File: src/sv/rtlock_pkg.sv
package rtlock_pkg;

	// Field widths of the request, result and timeout register
	localparam int REQ_W     = 2;
	localparam int CPU_W     = 3;
	localparam int STATUS_W  = 4;
	localparam int WAIT_W    = 16;
	localparam int DEPTH_W   = 8;
	localparam int TIMEOUT_W = 16;

	// Request codes
	localparam logic [REQ_W-1:0] REQ_LOCK   = 2'd0;
	localparam logic [REQ_W-1:0] REQ_TRY    = 2'd1;
	localparam logic [REQ_W-1:0] REQ_UNLOCK = 2'd2;
	localparam logic [REQ_W-1:0] REQ_TICK   = 2'd3;

	// Result status codes
	localparam logic [STATUS_W-1:0] ST_GRANTED     = 4'd0;
	localparam logic [STATUS_W-1:0] ST_NESTED      = 4'd1;
	localparam logic [STATUS_W-1:0] ST_QUEUED      = 4'd2;
	localparam logic [STATUS_W-1:0] ST_TRY_FAILED  = 4'd3;
	localparam logic [STATUS_W-1:0] ST_RELEASED    = 4'd4;
	localparam logic [STATUS_W-1:0] ST_NEST_LOWER  = 4'd5;
	localparam logic [STATUS_W-1:0] ST_NOT_OWNER   = 4'd6;
	localparam logic [STATUS_W-1:0] ST_ALREADY_WT  = 4'd7;
	localparam logic [STATUS_W-1:0] ST_NEST_OVF    = 4'd8;
	localparam logic [STATUS_W-1:0] ST_TICK_DONE   = 4'd9;
	localparam logic [STATUS_W-1:0] ST_DEADLOCK    = 4'd10;

	// Timeout after reset and saturation point of the wait counters
	localparam logic [TIMEOUT_W-1:0] TIMEOUT_RESET = 16'd1000;
	localparam logic [WAIT_W-1:0]    WAIT_MAX      = 16'hFFFF;

endpackage

File: src/sv/recursive_ticket_lock.sv
// Recursive ticket lock shared by several CPUs.
//
// Input channel (in_valid / in_stall): one transaction is one request, a lock,
// trylock or unlock from the CPU on cpu, or a time tick. A transaction is taken
// when in_valid is high and in_stall is low.
// Output channel (out_valid / out_stall): one or two result transactions per
// request. A release that hands the lock to a waiter gives the release result
// (last low) and then the grant (last high); every other request gives one.
// Timeout register: write cfg_wdata with cfg_we high while the block is idle.
//
// Sequencing: one request is worked on at a time. Lock, trylock and a nested
// or refused unlock pass from acceptance through the EXEC and EMIT1 states
// to the output register. A final unlock and a tick sweep the per-CPU waiter
// entries through one shared compare and increment unit, one entry per cycle,
// in the SCAN state; there are as many waiter entries as CPUs the cpu field
// reaches (8 by default). A second result is loaded from the EMIT2 state.
// A stalled receiver holds the result register and, in turn, the sequencer.
// Reset frees the lock, clears all waiters and the deadlock flag, sets the
// serving ticket to one and the timeout to 1000 ticks.
module recursive_ticket_lock #(
	parameter int NUM_CPUS    = 8,
	parameter int TICKET_BITS = 16,
	parameter int NEST_BITS   = 8
) (
	input  logic                                clk,
	input  logic                                arst_n,
	input  logic                                cfg_we,
	input  logic [rtlock_pkg::TIMEOUT_W-1:0]    cfg_wdata,
	input  logic                                in_valid,
	output logic                                in_stall,
	input  logic [rtlock_pkg::REQ_W-1:0]        req_type,
	input  logic [rtlock_pkg::CPU_W-1:0]        cpu,
	output logic                                out_valid,
	input  logic                                out_stall,
	output logic [rtlock_pkg::CPU_W-1:0]        target_cpu,
	output logic [rtlock_pkg::STATUS_W-1:0]     status,
	output logic [rtlock_pkg::WAIT_W-1:0]       wait_ticks,
	output logic [rtlock_pkg::DEPTH_W-1:0]      nest_depth,
	output logic                                locked,
	output logic                                last
);

	// Only CPUs reachable through the cpu field get a waiter entry
	localparam int CPU_SPAN  = 1 << rtlock_pkg::CPU_W;
	localparam int NSLOTS    = (NUM_CPUS < CPU_SPAN) ? NUM_CPUS : CPU_SPAN;
	localparam int IDX_W     = $clog2(NSLOTS);
	localparam int RED_W     = $clog2(NUM_CPUS + CPU_SPAN);
	localparam int RED_STEPS = (CPU_SPAN - 1) / 2;
	localparam logic [IDX_W-1:0] LAST_IDX = IDX_W'(NSLOTS - 1);
	localparam logic [NEST_BITS-1:0] NEST_MAX = '1;

	// Sequencer states
	localparam logic [2:0] S_IDLE  = 3'd0;
	localparam logic [2:0] S_EXEC  = 3'd1;
	localparam logic [2:0] S_SCAN  = 3'd2;
	localparam logic [2:0] S_EMIT1 = 3'd3;
	localparam logic [2:0] S_EMIT2 = 3'd4;

	logic [2:0]                          state_q;
	logic [rtlock_pkg::REQ_W-1:0]        req_q;
	logic [IDX_W-1:0]                    cpu_q;
	logic [rtlock_pkg::TIMEOUT_W-1:0]    timeout_q;
	logic [TICKET_BITS-1:0]              last_tk_q;
	logic [TICKET_BITS-1:0]              serve_q;
	logic                                own_v_q;
	logic [IDX_W-1:0]                    own_q;
	logic [NEST_BITS-1:0]                nest_q;
	logic [NSLOTS-1:0]                   wait_flag_q;
	logic [TICKET_BITS-1:0]              held_q [NSLOTS];
	logic [rtlock_pkg::WAIT_W-1:0]       cnt_q [NSLOTS];
	logic                                dead_q;
	logic [IDX_W-1:0]                    scan_q;
	logic                                two_q;
	logic                                found_q;
	logic [IDX_W-1:0]                    r1_cpu_q;
	logic [rtlock_pkg::STATUS_W-1:0]     r1_status_q;
	logic [rtlock_pkg::WAIT_W-1:0]       r1_wait_q;
	logic [IDX_W-1:0]                    r2_cpu_q;
	logic [rtlock_pkg::WAIT_W-1:0]       r2_wait_q;

	logic                                out_valid_q;
	logic [rtlock_pkg::CPU_W-1:0]        out_cpu_q;
	logic [rtlock_pkg::STATUS_W-1:0]     out_status_q;
	logic [rtlock_pkg::WAIT_W-1:0]       out_wait_q;
	logic [rtlock_pkg::DEPTH_W-1:0]      out_depth_q;
	logic                                out_locked_q;
	logic                                out_last_q;

	logic [RED_W-1:0]                    cpu_red;
	logic                                is_owner;
	logic [TICKET_BITS-1:0]              tk_next;
	logic                                grant_now;
	logic                                enq;
	logic                                hit;
	logic [rtlock_pkg::WAIT_W-1:0]       cnt_cur;
	logic [rtlock_pkg::WAIT_W-1:0]       cnt_inc;
	logic                                out_free;
	logic [rtlock_pkg::STATUS_W-1:0]     r1_status_fin;
	logic [IDX_W+rtlock_pkg::CPU_W-1:0]  r1_cpu_ext;
	logic [IDX_W+rtlock_pkg::CPU_W-1:0]  r2_cpu_ext;
	logic [NEST_BITS+rtlock_pkg::DEPTH_W-1:0] nest_ext;

	// Fold the requesting CPU into the range of CPUs by repeated subtraction
	always_comb begin
		cpu_red = RED_W'(cpu);
		for (int k = 0; k < RED_STEPS; k++) begin
			if (cpu_red >= RED_W'(NUM_CPUS)) begin
				cpu_red = cpu_red - RED_W'(NUM_CPUS);
			end
		end
	end

	assign is_owner  = own_v_q && (own_q == cpu_q);
	assign tk_next   = last_tk_q + TICKET_BITS'(1);
	assign grant_now = !own_v_q && (tk_next == serve_q);
	// Queue a plain lock from a CPU that neither owns nor waits, when not granted
	assign enq = (state_q == S_EXEC) && (req_q == rtlock_pkg::REQ_LOCK) && !is_owner
		&& !wait_flag_q[cpu_q] && !grant_now;

	// Shared scan unit: one waiter entry per cycle
	assign cnt_cur = cnt_q[scan_q];
	assign cnt_inc = (cnt_cur == rtlock_pkg::WAIT_MAX) ? cnt_cur
		: cnt_cur + rtlock_pkg::WAIT_W'(1);
	assign hit = wait_flag_q[scan_q] && (held_q[scan_q] == serve_q);

	assign out_free = !out_valid_q || !out_stall;

	always_comb begin
		r1_cpu_ext = {{rtlock_pkg::CPU_W{1'b0}}, r1_cpu_q};
		r2_cpu_ext = {{rtlock_pkg::CPU_W{1'b0}}, r2_cpu_q};
		nest_ext   = {{rtlock_pkg::DEPTH_W{1'b0}}, nest_q};
		if (req_q == rtlock_pkg::REQ_TICK) begin
			r1_status_fin = dead_q ? rtlock_pkg::ST_DEADLOCK : rtlock_pkg::ST_TICK_DONE;
		end else begin
			r1_status_fin = r1_status_q;
		end
	end

	// Ticket of each waiter; read only while its waiting flag is set
	always_ff @(posedge clk) begin
		if (enq) begin
			held_q[cpu_q] <= tk_next;
		end
	end

	always_ff @(posedge clk or negedge arst_n) begin
		if (!arst_n) begin
			state_q      <= S_IDLE;
			req_q        <= rtlock_pkg::REQ_LOCK;
			cpu_q        <= '0;
			timeout_q    <= rtlock_pkg::TIMEOUT_RESET;
			last_tk_q    <= '0;
			serve_q      <= TICKET_BITS'(1);
			own_v_q      <= 1'b0;
			own_q        <= '0;
			nest_q       <= '0;
			wait_flag_q  <= '0;
			for (int i = 0; i < NSLOTS; i++) begin
				cnt_q[i] <= '0;
			end
			dead_q       <= 1'b0;
			scan_q       <= '0;
			two_q        <= 1'b0;
			found_q      <= 1'b0;
			r1_cpu_q     <= '0;
			r1_status_q  <= rtlock_pkg::ST_GRANTED;
			r1_wait_q    <= '0;
			r2_cpu_q     <= '0;
			r2_wait_q    <= '0;
			out_valid_q  <= 1'b0;
			out_cpu_q    <= '0;
			out_status_q <= rtlock_pkg::ST_GRANTED;
			out_wait_q   <= '0;
			out_depth_q  <= '0;
			out_locked_q <= 1'b0;
			out_last_q   <= 1'b0;
		end else begin
			if (cfg_we) begin
				timeout_q <= cfg_wdata;
			end
			// Drop a taken result unless an emit state loads the next one
			if (out_valid_q && !out_stall && (state_q != S_EMIT1) && (state_q != S_EMIT2)) begin
				out_valid_q <= 1'b0;
			end

			unique case (state_q)
				S_IDLE: begin
					if (in_valid) begin
						req_q   <= req_type;
						cpu_q   <= cpu_red[IDX_W-1:0];
						state_q <= S_EXEC;
					end
				end

				S_EXEC: begin
					two_q     <= 1'b0;
					found_q   <= 1'b0;
					scan_q    <= '0;
					r1_wait_q <= '0;
					r1_cpu_q  <= (req_q == rtlock_pkg::REQ_TICK) ? '0 : cpu_q;
					unique case (req_q)
						rtlock_pkg::REQ_LOCK, rtlock_pkg::REQ_TRY: begin
							state_q <= S_EMIT1;
							if (is_owner) begin
								if (nest_q == NEST_MAX) begin
									r1_status_q <= rtlock_pkg::ST_NEST_OVF;
								end else begin
									nest_q      <= nest_q + NEST_BITS'(1);
									r1_status_q <= rtlock_pkg::ST_NESTED;
								end
							end else if (wait_flag_q[cpu_q]) begin
								r1_status_q <= rtlock_pkg::ST_ALREADY_WT;
							end else if (grant_now) begin
								last_tk_q   <= tk_next;
								own_v_q     <= 1'b1;
								own_q       <= cpu_q;
								nest_q      <= NEST_BITS'(1);
								r1_status_q <= rtlock_pkg::ST_GRANTED;
							end else if (req_q == rtlock_pkg::REQ_TRY) begin
								r1_status_q <= rtlock_pkg::ST_TRY_FAILED;
							end else begin
								last_tk_q          <= tk_next;
								wait_flag_q[cpu_q] <= 1'b1;
								cnt_q[cpu_q]       <= '0;
								r1_status_q        <= rtlock_pkg::ST_QUEUED;
							end
						end
						rtlock_pkg::REQ_UNLOCK: begin
							if (!is_owner) begin
								r1_status_q <= rtlock_pkg::ST_NOT_OWNER;
								state_q     <= S_EMIT1;
							end else if (nest_q > NEST_BITS'(1)) begin
								nest_q      <= nest_q - NEST_BITS'(1);
								r1_status_q <= rtlock_pkg::ST_NEST_LOWER;
								state_q     <= S_EMIT1;
							end else begin
								// Free the lock, advance serving and look for its holder
								own_v_q     <= 1'b0;
								own_q       <= '0;
								nest_q      <= '0;
								serve_q     <= serve_q + TICKET_BITS'(1);
								r1_status_q <= rtlock_pkg::ST_RELEASED;
								state_q     <= S_SCAN;
							end
						end
						rtlock_pkg::REQ_TICK: begin
							r1_status_q <= rtlock_pkg::ST_TICK_DONE;
							state_q     <= S_SCAN;
						end
					endcase
				end

				S_SCAN: begin
					if (req_q == rtlock_pkg::REQ_UNLOCK) begin
						if (hit) begin
							// Hand the lock over to the matching waiter
							wait_flag_q[scan_q] <= 1'b0;
							cnt_q[scan_q]       <= '0;
							own_v_q             <= 1'b1;
							own_q               <= scan_q;
							nest_q              <= NEST_BITS'(1);
							r2_cpu_q            <= scan_q;
							r2_wait_q           <= cnt_cur;
							two_q               <= 1'b1;
							state_q             <= S_EMIT1;
						end else if (scan_q == LAST_IDX) begin
							state_q <= S_EMIT1;
						end else begin
							scan_q <= scan_q + IDX_W'(1);
						end
					end else begin
						// Age a waiter and flag it once past the timeout
						if (wait_flag_q[scan_q]) begin
							cnt_q[scan_q] <= cnt_inc;
							if (cnt_inc > timeout_q) begin
								dead_q <= 1'b1;
								if (!found_q) begin
									found_q   <= 1'b1;
									r1_cpu_q  <= scan_q;
									r1_wait_q <= cnt_inc;
								end
							end
						end
						if (scan_q == LAST_IDX) begin
							state_q <= S_EMIT1;
						end else begin
							scan_q <= scan_q + IDX_W'(1);
						end
					end
				end

				S_EMIT1: begin
					if (out_free) begin
						out_valid_q  <= 1'b1;
						out_cpu_q    <= r1_cpu_ext[rtlock_pkg::CPU_W-1:0];
						out_status_q <= r1_status_fin;
						out_wait_q   <= r1_wait_q;
						out_depth_q  <= nest_ext[rtlock_pkg::DEPTH_W-1:0];
						out_locked_q <= own_v_q;
						out_last_q   <= !two_q;
						state_q      <= two_q ? S_EMIT2 : S_IDLE;
					end
				end

				S_EMIT2: begin
					if (out_free) begin
						out_valid_q  <= 1'b1;
						out_cpu_q    <= r2_cpu_ext[rtlock_pkg::CPU_W-1:0];
						out_status_q <= rtlock_pkg::ST_GRANTED;
						out_wait_q   <= r2_wait_q;
						out_depth_q  <= nest_ext[rtlock_pkg::DEPTH_W-1:0];
						out_locked_q <= own_v_q;
						out_last_q   <= 1'b1;
						state_q      <= S_IDLE;
					end
				end

				default: begin
					state_q <= S_IDLE;
				end
			endcase
		end
	end

	assign in_stall   = (state_q != S_IDLE);
	assign out_valid  = out_valid_q;
	assign target_cpu = out_cpu_q;
	assign status     = out_status_q;
	assign wait_ticks = out_wait_q;
	assign nest_depth = out_depth_q;
	assign locked     = out_locked_q;
	assign last       = out_last_q;

	// The lock is held exactly when the nest count is nonzero
	a_owner_nest: assert property (@(posedge clk) disable iff (!arst_n)
		own_v_q == (nest_q != '0))
		else $error("owner flag and nest count disagree");

	// The owner never sits in the waiter queue
	a_owner_not_waiting: assert property (@(posedge clk) disable iff (!arst_n)
		own_v_q |-> !wait_flag_q[own_q])
		else $error("owning CPU is also marked waiting");

	// Only a release with handover is followed by a second result, a grant
	a_first_of_two: assert property (@(posedge clk) disable iff (!arst_n)
		(out_valid && !last) |-> (status == rtlock_pkg::ST_RELEASED) && locked)
		else $error("non-final result is not a release with handover");

endmodule

File: config.mk
export PLATFORM = sky130hd
export DESIGN_NAME = recursive_ticket_lock
export DESIGN_NICKNAME = d
export VERILOG_FILES = /design/src/sv/rtlock_pkg.sv /design/src/sv/recursive_ticket_lock.sv
export SDC_FILE = /design/constraint.sdc
export NUM_CORES = 1
export LEC_CHECK = 0
export CORE_UTILIZATION = 58
export CTS_CLUSTER_DIAMETER = 100
export DETAILED_ROUTE_END_ITERATION = 6
export DONT_BUFFER_PORTS = 1
export PLACE_DENSITY = 0.75
export SLEW_MARGIN = 20
export SYNTH_ARGS = -nofsm -noshare
export SYNTH_HDL_FRONTEND = slang
export SYNTH_SLANG_ARGS = --single-unit
File: constraint.sdc
create_clock -name clk -period 5.85 [get_ports clk]
set_input_delay 0.2925 -clock clk [delete_from_list [all_inputs] [get_ports clk]]
set_output_delay 0.2925 -clock clk [all_outputs]
set_load 0.03 [all_outputs]
# Yosys cells after proc, flatten, opt, wreduce, memory -nomap -nowiden
# Memories as Yosys holds them, arrays and structs flattened.
# Index checks and enable logic that the tools add are counted.
dict set report op_classes {
  n_div 0
  n_reduce_logical 45
  addsub 6
  mux 122
  shifts 0
  n_mul 0
  n_eq_ne 42
  order_cmp 10
  bitwise_logic 13
}
# operator count
set ops {}
lappend ops {{128-bit two-way mux} 8}
lappend ops {{128-bit bitwise AND} 2}
lappend ops {{128-bit NOT} 2}
lappend ops {{128-bit one-hot mux with 2 select lines} 1}
lappend ops {{16-bit two-way mux} 13}
lappend ops {{128-bit bitwise mux} 1}
lappend ops {{8-bit two-way mux} 15}
lappend ops {{16-bit demux with 3-bit select} 2}
lappend ops {{3-bit two-way mux} 25}
lappend ops {{16-bit one-hot mux with 2 select lines} 2}
lappend ops {{16-bit by 1-bit adder with 16-bit output (second input constant)} 3}
lappend ops {{16-bit binary-select mux with 3-bit select} 1}
lappend ops {{8-bit one-hot mux with 2 select lines} 3}
lappend ops {{16-bit == test} 2}
lappend ops {{3-bit one-hot mux with 2 select lines} 5}
lappend ops {{2-bit != test (second input constant)} 14}
lappend ops {{3-bit != test (second input constant)} 9}
lappend ops {{1-bit two-way mux} 25}
lappend ops {{8-bit AND reduction} 3}
lappend ops {{4-bit two-way mux} 5}
lappend ops {{16-bit == test (second input constant)} 1}
lappend ops {{16-bit greater-than comparator} 1}
lappend ops {{3-bit one-hot mux with 5 select lines} 1}
lappend ops {{1-bit logical AND} 14}
lappend ops {{43 further kinds} 80}
dict set report word_totals {
  ff_bits 286
  latch_bits 0
  elab_cells 273
  ramBits 128
  inputBits 26
  out_inout_bits 35
  rom_bits 0
  mem_count 1
}
# memory depth width read_ports rd_ports_with_merged_regs write_ports line
set mem_list {}
lappend mem_list {held_q 8 16 1 0 1 recursive_ticket_lock.sv:69} ;# logic [TICKET_BITS-1:0] held_q [NSLOTS];

# Longest topological paths before layout
# Gate-level depths: netlist of the first run.
dict set report logic_depth {
  depth_word 13
  mapped_depth 28
  depth_no_buf 18
}

# Least setup slack after synthesis of the first run
# Ideal clock, no wire load.
dict set report synth_timing {
  kind {reg-to-reg}
  startpoint {register scan_q[2]}
  endpoint {register r1_wait_q[13] (netlist bit)}
  arrival_ps 5585
  stages_incl_launch_ff 26
  setup_ps 68
  required_ps 5782
  n_path_buf 7
  synth_period_minus_slack_ps 5652
  setup_slack_ps 198
  cell_sequence {dfrtp_1 -> buf_2 -> buf_2 -> buf_2 -> mux2_2 -> a221oi_1 -> o22ai_1 -> ha_1 -> and4_1 -> clkbuf_1 -> and3_1 -> buf_2 -> nor2b_1 -> nand3_1 -> xor2_1 -> inv_1 -> ha_1 -> a21o_1 -> a21o_1 -> a21oi_1 -> o21ai_0 -> o21ai_0 -> a22o_1 -> clkbuf_1 -> clkbuf_1 -> a22o_1}
}
dict set report synth_via {
  elab_chain_len 11
  word_cells_on_any_way 18
  cone_classes {add/sub: 1; order compare: 1; eq/ne: 3; mux: 11; bitwise: 1; reduce/logical: 1}
}
# element line
set synth_lines {}
lappend synth_lines {{start: declaration} recursive_ticket_lock.sv:72} ;# logic [IDX_W-1:0] scan_q;
lappend synth_lines {{start signal: assignment} recursive_ticket_lock.sv:269} ;# scan_q <= scan_q + IDX_W'(1);
lappend synth_lines {{start signal: assignment} recursive_ticket_lock.sv:287} ;# scan_q <= scan_q + IDX_W'(1);
lappend synth_lines {{3-bit NOT with 4-bit output (not written as such) *} recursive_ticket_lock.sv:121} ;# assign cnt_cur = cnt_q[scan_q];
lappend synth_lines {{16-bit binary-select mux with 3-bit select *} recursive_ticket_lock.sv:121}
lappend synth_lines {{16-bit two-way mux (not written as such) * (2 in a row)} recursive_ticket_lock.sv:121}
lappend synth_lines {{named net cnt_cur (one bit)} recursive_ticket_lock.sv:95} ;# logic [rtlock_pkg::WAIT_W-1:0] cnt_cur;
lappend synth_lines {{16-bit by 1-bit adder with 16-bit output / 16-bit == test (equally long branches)} {recursive_ticket_lock.sv:123, recursive_ticket_lock.sv:122}}
lappend synth_lines {{16-bit two-way mux *} recursive_ticket_lock.sv:122} ;# assign cnt_inc = (cnt_cur == rtlock_pkg::WAIT_MAX) ? cnt_cur
lappend synth_lines {{parallel branches: the longest is 5 deep, another holds 16-bit greater-than comparator} --}
lappend synth_lines {{end signal: assignment} recursive_ticket_lock.sv:280} ;# r1_wait_q <= cnt_inc;
lappend synth_lines {{end: declaration} recursive_ticket_lock.sv:77} ;# logic [rtlock_pkg::WAIT_W-1:0] r1_wait_q;
# Mark *: on every way through the listed nets, which the timed path passes. The select of a mux whose other input is x is not followed.
# A chain may end at the register's enable or synchronous reset.

# Worst setup path after layout of the first run
dict set report layout_timing {
  startpoint {register scan_q[0]}
  endpoint {register r1_wait_q[8] (netlist bit)}
}
dict set report layout_via {
  elab_chain_len 11
  word_cells_on_any_way 18
  cone_classes {add/sub: 1; order compare: 1; eq/ne: 3; mux: 11; bitwise: 1; reduce/logical: 1}
}
# element
set layout_lines {}
lappend layout_lines {{parallel branches: the longest is 11 deep, another holds 16-bit by 1-bit adder with 16-bit output}}
# Parallel ways; which one is timed is not known. The select of a mux whose other input is x is not followed.

==> impl_results.md, run 1 <==
- Vias in the first global route: 13.43k
- Initial antenna violation count: 0
- Hold WS: -0.5525 ns
- WP data arrival: 5.87 ns
- CTS H-tree depth: 2
- Most common cell after layout, fill and taps aside: dfrtp_1
- TritonCTS buffer count: 43
- Gp weighted congestion: 0.9343
- PD cells: 432.1 nW/um^2
- Via Count: 13.55k
- Post-CTS Setup Repair Bufs: 0
- Die Wd: 185.6 um
- Slew @ Worst Pin: 1.167 ns
- WS Path Type: reg -> reg
- Detailed Place HPWL: 32230 um
- Finish-stage setup viols: 0
- CP endpoint kind: flop
- Max Cap Violations: 0
- Final Max Tran Viols: 0
- Clk sinks: 414
- Total gr overflow: 0
- Type of the worst min-delay path: in -> async
- DIE AREA: 34450 sq um
- Max Clock Skew: 0.02198 ns
- Final period util: 0.9214
- Share of layout cells above drive strength 1: 0.1458
- Core Util, Final: 0.6592
- Vert. Die Dim: 185.6 um
- Max clock buf depth: 3
- Post-CTS Resized: 0
- Initial drt markers: 1263
- Post-synth EDFFs: 128
- Pin count of the biggest net entering global routing: 287
- VDD IR max: 0.0002955 V
- Distinct cells, synth: 74
- Failing checks: design-rule violations, negative hold slack
- RSZ-0062 raised after global routing: no
- Post-synthesis register bit count: 414
- Clk pin slew, worst setup/hold paths: 0.07 ns
- Worst-skew pair later-pin latency: 0.55 ns
- CP startpoint kind: flop
- Final WL: 49330 um
- Synthesis-to-finish area growth: 10.82%
- Drt pass-1 iters: 7
- Status: complete, but fails checks
- Antenna Cells: 0
- Final ANT Viol Nets: 0
- Net Count, Synth: 1668
- IO Port Bufs: 0
- Starting Density: 0.5948
- Nets: 1678
- Final-report hold violation count: 286
- YS warnings: 0
- Root buffer cell: clkbuf_16
- Max Clock Freq: 0.1855 GHz
- Most frequent cells in the layout: dfrtp_1 (276), nand2_1 (182), edfxtp_1 (128)
- Count of non-filler cells in the finished layout: 2102
- Fillcell total: 2393
- Ys async rst share: 0.6908
- Mean Syn Cell Area: 12.08 sq um
- Synth Instances: 1618
- Min cycle time layout: 5.390 ns
- First-pass GRT wire length: 77130 um
- Dpl cells: 2000
- Critical path peak fanout: 29
- Sequential area share after synthesis: 0.5631
- Slew margin rel.: 0.2176
- Cts hold-fix bufs: 24
- Setup TNS: 0 ns
- CTS tree: yes
- Req. time, crit path: 6.33 ns
- Main synth FF type: dfrtp_1
- Total track usage: 0.2955
- DR vias/cell: 6.446
- FP Rows: 66
- Cell Area, Synth: 19550 sq um
- Number of remaining DRC errors: 2
- I/O pin count: 61
- WL per Instance: 23.47 um
- Core ar.: 32870 sq um
- Leak pwr: 0.009111 uW
==> where the power goes <==
| part | internal, uW | total, uW | switching [uW] | leakage (uW) |
|---|---|---|---|---|
| Clock | 1590 | 2720 | 1130 | 0.000685 |
| Sequential | 3350 | 4010 | 655 | 0.00513 |
| Combinational | 1020 | 2640 | 1620 | 0.00330 |
==> path summary, 6_finish.rpt <==
check	from	to	slack (ns)	depth (start not counted)
hold / removal	arst_n	timeout_q[0]$_DFFE_PN0P_	-0.55	0
setup / recovery	scan_q[0]$_DFFE_PN0P_	r1_wait_q[8]$_DFFE_PN0P_	0.46	17
hold reg to reg	r1_status_q[1]$_DFFE_PN0P_	r1_status_q[1]$_DFFE_PN0P_	0.47	2
setup reg to reg	scan_q[0]$_DFFE_PN0P_	r1_wait_q[8]$_DFFE_PN0P_	0.46	17
max in group asynchronous	arst_n	last_tk_q[13]$_DFFE_PN0P_	5.90	0
min in group clk	out_stall	nest_depth[7]$_DFFE_PN0P_	0.01	3
==> worst max-delay path: stages (launching register included) <==
cell and delay (ns):
dfrtp_2 0.67, nor2_1 0.60, a221oi_1 0.18, o221ai_1 0.43, buf_4 0.23, nand3_1 0.13
nor2b_1 0.28, nand3_1 0.13, nor3_1 0.17, mux2_2 0.51, ha_1 0.35, nand4_1 0.12
nor2_1 0.16, o31a_1 0.15, o21ai_0 0.07, buf_4 0.17, a21oi_1 0.71, a22o_1 0.27
==> layout make-up <==
| cell class | instances | area [sq um] | share of cell area |
|---|---|---|---|
| clock inverter | 22 | 222.7 | 0.01028 |
| tap | 442 | 553.0 | 0.02553 |
| clock buffer | 55 | 1171 | 0.05406 |
| timing repair buffer | 75 | 643.1 | 0.02969 |
| inverter | 51 | 191.4 | 0.008836 |
| sequential | 414 | 11020 | 0.5085 |
| multi-input combinational | 1043 | 7868 | 0.3632 |
==> cell families after synthesis <==
group,share of synthesized area
adders and majority gates,0.01536
muxes,0.09850
DFF,0.5631
buffers and inverters,0.03699
AOI/OAI and AO/OA,0.1419
xor gates and xnor gates,0.04019
and+or+nand+nor,0.1039
==> per-stage QoR <==
step           hold slack, ns  total power (uW)  instance area, sq um  worst slack, ns
2_1_floorplan       -0.003091              5799                 19550           0.1978
3_3_place_gp         0.003629              6545                 20000           0.6883
3_5_place_dp         0.006212              6617                 20000           0.5675
4_1_cts               -0.5703              9357                 21630           0.5520
5_1_grt               -0.5747              9787                 21660           0.1426
6_report              -0.5525              9362                 21660           0.4597
==> synth_stat cells (12+ instances only) <==
library cell  number  area share
dfrtp_1          279        0.36
nand2_1          182       0.035
edfxtp_1         128        0.20
a22o_1           108       0.048
nor2_1            97       0.019
clkbuf_1          63       0.012
xnor2_1           59       0.026
o21ai_0           52       0.013
mux2_2            47       0.027
inv_1             45      0.0086
mux2i_1           45       0.023
mux4_2            42       0.048
nand3_1           40       0.010
o2bb2ai_1         37       0.017
a31oi_1           28      0.0090
a21oi_1           26      0.0067
nor3_1            25      0.0064
ha_1              24       0.015
buf_2             23      0.0059
xor2_1            23       0.010
and3_1            15      0.0048
nand4_1           14      0.0045
a21o_1            12      0.0046
nor4_1            12      0.0038
==> metal layers <==
metal	vias to the layer above	part of all wire	track usage
met5	-	0	0
li1	6011	-	-
met1	6834	0.42	0.4011
met3	120	0.079	0.05909
met2	584	0.47	0.4740
met4	0	0.031	0.1062
==> flip-flops by register name, indices dropped and copies added, names as in the netlist, 4 cells and up <==
signal       count
r1_wait_q       16
wait_ticks      16
r2_wait_q       16
nest_q           8
serve_q         16
wait_flag_q      8
timeout_q       16
r1_status_q      4
status           4
held_q         128
nest_depth       8
last_tk_q       16
cnt_q          128
(Power assumes the default switching activity.)
==> inputs of run 2 (changes only) <==
- CORE_MARGIN: default -> 3
==> run 2 against run 1 <==
  * The flow finishes with violations (negative hold slack)
  * Sequential power about the same
  * Power about the same
  * Flip-flop and latch count unchanged
  * Via count increased by 1.5%
  * Non-clock buffer count decreased by 1
  * Die area increased by 4.4%
  * Worst hold slack got worse by 0.010 ns
  * Utilization about the same
  * Clock power about the same
  * Routed wire length increased by 0.60%
  * Critical path type unchanged
  * Largest cell class unchanged
  * Largest power group unchanged
  * Highest routed layer unchanged
==> impl_results.md, run 2 (synthesis gave the netlist of run 1 again) <==
- Final-report hold violation count: 285
- Slowest cell on the critical path: dfrtp_2
- Antenna Cells: 0
- Stages on worst setup path: 18
- Setup TNS: 0 ns
- Vias in the first global route: 13.78k
- Clk pin slew, worst setup/hold paths: 0.06 ns
- Final Max Tran Viols: 0
- Core ar.: 32870 sq um
- DR vias/cell: 6.550
- PD cells: 432.4 nW/um^2
- Type of the worst min-delay path: in -> async
- Max Cap Violations: 0
- Hold WS: -0.5630 ns
- Cell Area, Placed: 20010 sq um
- Req. time, crit path: 6.27 ns
- End point of the critical path: r1_cpu_q[0]$_DFFE_PN0P_
- Crit. Startpoint: scan_q[0]$_DFFE_PN0P_
- Final WL: 49620 um
- Critical path peak fanout: 28
- Synthesis-to-finish area growth: 10.75%
- CTS H-tree depth: 2
- Die Wd: 189.6 um
- Slew margin rel.: 0.2917
- Failing checks: negative hold slack
- First-pass GRT wire length: 79330 um
- Biggest regs: cnt_q: 128 flops, held_q: 128 flops
- Gp weighted congestion: 0.8994
- Reg2reg start: scan_q[0]$_DFFE_PN0P_
- Most frequent cells in the layout: dfrtp_1 (276), nand2_1 (182), edfxtp_1 (128)
- Initial drt markers: 1350
- Starting Density: 0.5948
- Power, Total: 9361 uW
- Setup slack at placement: 0.4641 ns
- Share of layout cells above drive strength 1: 0.1479
- Drt pass-1 iters: 5
- Number of remaining DRC errors: 0
- Min cycle time layout: 5.481 ns
- WP data arrival: 5.91 ns
- Initial antenna violation count: 0
- FP Rows: 66
- Max Clock Skew: 0.01684 ns
- WP buf/inv: 1
- Most common cell after layout, fill and taps aside: dfrtp_1
- Total gr overflow: 0
- Detailed Place HPWL: 32240 um
- CP cell instances: or2_2 > o22ai_1 > a211oi_1 > ha_1 > and4_1 > and3_1 > nor2_1 > nor2_1 > ha_1 > o21a_1 > o21a_1 > o21ai_0 > a21oi_1 > o31a_1 > o21ai_0 > buf_4 > a22o_1 > mux2_2
- Final worst slack: 0.3693 ns
- DIE AREA: 35950 sq um
- Critical R2R Capture: r1_cpu_q[0]$_DFFE_PN0P_
- Via Count: 13.75k
- CTS tree: yes
- Root buffer cell: clkbuf_16
- IO Port Bufs: 0
- Worst R2R Setup Slack: 0.37 ns
- Biggest cell delay along the critical path: 0.76 ns
- CP startpoint kind: flop
- Pin count of the biggest net entering global routing: 287
- VDD IR max: 0.0003157 V
- Cts hold-fix bufs: 24
- CP endpoint kind: flop
- Path depth of the worst reg2reg path: 18
- I/O pin count: 61
- Vert. Die Dim: 189.6 um
- Max Clock Freq: 0.1825 GHz
- Final period util: 0.9369
- WS Path Type: reg -> reg
- Worst-skew pair later-pin latency: 0.55 ns
- Clk sinks: 414
- Final instance area: 21650 sq um
- Finish-stage setup viols: 0
- Leak pwr: 0.009089 uW
- Nets: 1676
- Max clock buf depth: 3
- TritonCTS buffer count: 42
- WL per Instance: 23.64 um
- Crit-path leading delay family: compound AO/OA/AOI/OAI gates
- Final ANT Viol Nets: 0
- Status: complete, but fails checks
- Slew @ Worst Pin: 1.057 ns
- Total track usage: 0.2805
- RSZ-0062 raised after global routing: no
[run 2: worst reg2reg max path: cells and delay by family, from the launching register on]
family / cells / cell delay [ns]
compound gates: 9 / 1.74
simple gates: 5 / 1.61
buf+inv: 1 / 0.18
fa+ha+maj: 2 / 0.73
flops: 1 / 0.76
mux: 1 / 0.35
[run 2: power breakdown]
group / total [uW] / internal, uW / switching, uW
clock network: 2730 / 1620 / 1110
logic: 2630 / 1000 / 1620
registers: 4010 / 3350 / 653
[run 2: routing by layer]
| metal | wire length [um] | vias up | share of wire | GRT usage |
|---|---|---|---|---|
| li1 | - | 5999 | - | - |
| met1 | 20950 | 6983 | 0.42 | 0.4059 |
| met2 | 23320 | 655 | 0.47 | 0.4463 |
| met3 | 3956 | 112 | 0.080 | 0.04256 |
| met4 | 1398 | 0 | 0.028 | 0.08416 |
| met5 | 0 | - | 0 | 0 |
[run 2: what timing repair did]
| item | in CTS | in global routing |
|---|---|---|
| hold endpoints to repair | 310 | 286 |
| endpoints found under the setup margin | 0 | 13 |
| gates resized for setup | 0 | 1 |
| buffers inserted | 0 | 0 |
[run 2: worst min-delay path by stage]
stage | startpoint | slack, ns | endpoint
after floorplan | arst_n | -0.003 | cnt_q[0]$_DFFE_PN0P_
after detailed placement | arst_n | 0.003 | timeout_q[0]$_DFFE_PN0P_
after CTS | arst_n | -0.57 | timeout_q[0]$_DFFE_PN0P_
after global routing | arst_n | -0.58 | timeout_q[0]$_DFFE_PN0P_
final | arst_n | -0.56 | timeout_q[0]$_DFFE_PN0P_
after global placement | arst_n | 0.003 | timeout_q[0]$_DFFE_PN0P_
[run 2: layout make-up]
cell class              instances  area (sq um)
inverters                      51         191.4
multi-input cells            1043          7885
clock inverters                20         229.0
fillers                      2408         11210
flip-flops and latches        414         11020
well taps                     442         553.0
repair buffers                 74         615.6
clock buffers                  55          1162
[run 2: through the flow]
| step | utilization | cells |
|---|---|---|
| floorplan | - | 1618 |
| global placement | 0.6085 | 2000 |
| detailed placement | 0.6087 | 2000 |
| CTS | 0.6583 | 2099 |
| global route | 0.6588 | 2099 |
| finish | 0.6588 | 2099 |
==> inputs of run 3 (changes only) <==
- REMOVE_ABC_BUFFERS: default -> 1
==> run 3 against run 2 <==
  * The run still ends with negative hold slack left
  * Clock power rose by 10%
  * Worst setup slack improved by 0.017 ns
  * Worst hold slack got worse by 0.016 ns
  * Routed wire length rose by 1.7%
  * Register-to-register slack improved by 0.02 ns
  * Clock skew rose by 0.016 ns
  * Cell area rose by 1.1%
  * Sequential share of layout area fell by 0.55 points
==> impl_results.md, run 3 (synthesis gave the netlist of run 1 again) <==
- Final Max Tran Viols: 0
- CTS tree: yes
- CTS H-tree depth: 2
- Drt pass-1 iters: 6
- First-pass GRT wire length: 79770 um
- VDD IR max: 0.0003533 V
- Share of layout cells above drive strength 1: 0.1550
- Power, Total: 9665 uW
- WS Path Type: reg -> reg
- Vert. Die Dim: 189.6 um
- Most frequent cells in the layout: dfrtp_1 (276), nand2_1 (182), edfxtp_1 (128)
- Req. time, crit path: 6.28 ns
- Clk sinks: 414
- Top Layer Used: met4
- Cts hold-fix bufs: 24
- Status: complete, but fails checks
- Slew @ Worst Pin: 1.120 ns
- Nets: 1680
- Via Count: 13.74k
- Root buffer cell: clkbuf_16
- Initial antenna violation count: 0
- Max Clock Freq: 0.1830 GHz
- Slew margin rel.: 0.2505
- Leak pwr: 0.009227 uW
- Max clock buf depth: 3
- Pin count of the biggest net entering global routing: 287
- Max Cap Violations: 0
- Number of remaining DRC errors: 0
- Wl on met1: 20750 um
- Worst-skew pair later-pin latency: 0.57 ns
- Hold WS: -0.5788 ns
- Finish-stage setup viols: 0
- Final WL: 50470 um
- Final ANT Viol Nets: 0
- Path depth of the worst reg2reg path: 19
- Critical path peak fanout: 26
- Vias in the first global route: 13.87k
- RSZ-0062 raised after global routing: no
- Gp weighted congestion: 0.8989
- Type of the worst min-delay path: in -> async
- I/O pin count: 61
- Post-CTS Setup Repair Bufs: 0
- DIE AREA: 35950 sq um
- Final worst slack: 0.3859 ns
- Met2 wire len: 23850 um
- Synthesis-to-finish area growth: 11.97%
- Critical R2R Capture: r1_cpu_q[2]$_DFFE_PN0P_
- Failing checks: negative hold slack
- Fillcell total: 2362
- Final period util: 0.9340
- WP data arrival: 5.90 ns
- Min cycle time layout: 5.464 ns
- Biggest regs: cnt_q: 128 flops, held_q: 128 flops
- DR vias/cell: 6.523
- Most common cell after layout, fill and taps aside: dfrtp_1
- Setup slack at placement: 0.3250 ns
- WL met3: 4336 um
- IO Port Bufs: 0
- Antenna Cells: 0
- TritonCTS buffer count: 43
- Die Wd: 189.6 um
- Cell Area, Placed: 20020 sq um
- Reg2reg start: scan_q[1]$_DFFE_PN0P_
- Initial drt markers: 1389
- Detailed Place HPWL: 32530 um
- Clk pin slew, worst setup/hold paths: 0.06 ns
- Total track usage: 0.2835
- Max Clock Skew: 0.03259 ns
- CP endpoint kind: flop
- Worst R2R Setup Slack: 0.39 ns
- Final-report hold violation count: 286
- FP Rows: 66
- Core ar.: 32870 sq um
- WL per Instance: 23.96 um
- PD cells: 441.5 nW/um^2
- Setup TNS: 0 ns
- CP startpoint kind: flop
- Starting Density: 0.5948
- Total gr overflow: 0
- Final instance area: 21890 sq um
-- run 3: repair_timing --
action	CTS	global route
endpoints found under the hold margin	310	286
setup endpoints to repair	0	19
gates resized for setup	0	2
-- run 3: how the worst max path moves through the flow --
stage	slack, ns	startpoint	endpoint	depth (start not counted)
final	0.39	scan_q[1]$_DFFE_PN0P_	r1_cpu_q[2]$_DFFE_PN0P_	19
after global routing	0.08	scan_q[1]$_DFFE_PN0P_	r1_wait_q[11]$_DFFE_PN0P_	20
after CTS	0.25	scan_q[1]$_DFFE_PN0P_	r1_cpu_q[2]$_DFFE_PN0P_	19
after detailed placement	0.33	scan_q[1]$_DFFE_PN0P_	r1_cpu_q[2]$_DFFE_PN0P_	19
after global placement	0.62	scan_q[1]$_DFFE_PN0P_	r1_cpu_q[2]$_DFFE_PN0P_	19
after floorplan	-1.23	scan_q[2]$_DFFE_PN0P_	r1_cpu_q[0]$_DFFE_PN0P_	17
-- run 3: stage by stage --
| step | util | instances |
|---|---|---|
| after global placement | 0.6089 | 2002 |
| after CTS | 0.6647 | 2105 |
| after floorplan | - | 1508 |
| final | 0.6660 | 2106 |
| after detailed placement | 0.6091 | 2002 |
| after global routing | 0.6660 | 2106 |
-- run 3: final cells by class --
cell class | instances | area (sq um) | area share
Multi-Input combinational cell | 1043 | 7886 | 0.3603
Clock inverter | 18 | 256.5 | 0.01172
Tap cell | 442 | 553.0 | 0.02526
Clock buffer | 61 | 1329 | 0.06070
Inverter | 51 | 191.4 | 0.008745
Sequential cell | 414 | 11020 | 0.5032
Timing Repair Buffer | 77 | 658.1 | 0.03007
-- run 3: metal layers --
layer	global-route usage	vias up
met3	0.05989	124
met5	0	-
li1	-	6006
met4	0.09554	0
met1	0.3952	6962
met2	0.4494	646
-- run 3: power by group --
group          internal (uW)  leakage, uW  switching [uW]
registers               3350      0.00513             622
clock network           1850     0.000785            1160
logic                   1030      0.00331            1650
total                   6230      0.00923            3430
-- run 3: worst max-delay path, cell delays in order, from the launching register on --
cell,delay (ns)
dfrtp_2,0.68
or2_2,0.30
o22ai_1,0.13
a211oi_2,0.41
ha_1,0.30
and4_1,0.33
and3_1,0.40
mux2i_1,0.24
clkinv_1,0.12
ha_1,0.31
nor2b_1,0.14
o21a_1,0.16
o21a_1,0.16
o21ai_0,0.16
a21oi_1,0.09
o31a_1,0.23
o21ai_0,0.37
buf_4,0.22
a22o_1,0.22
mux2_2,0.35
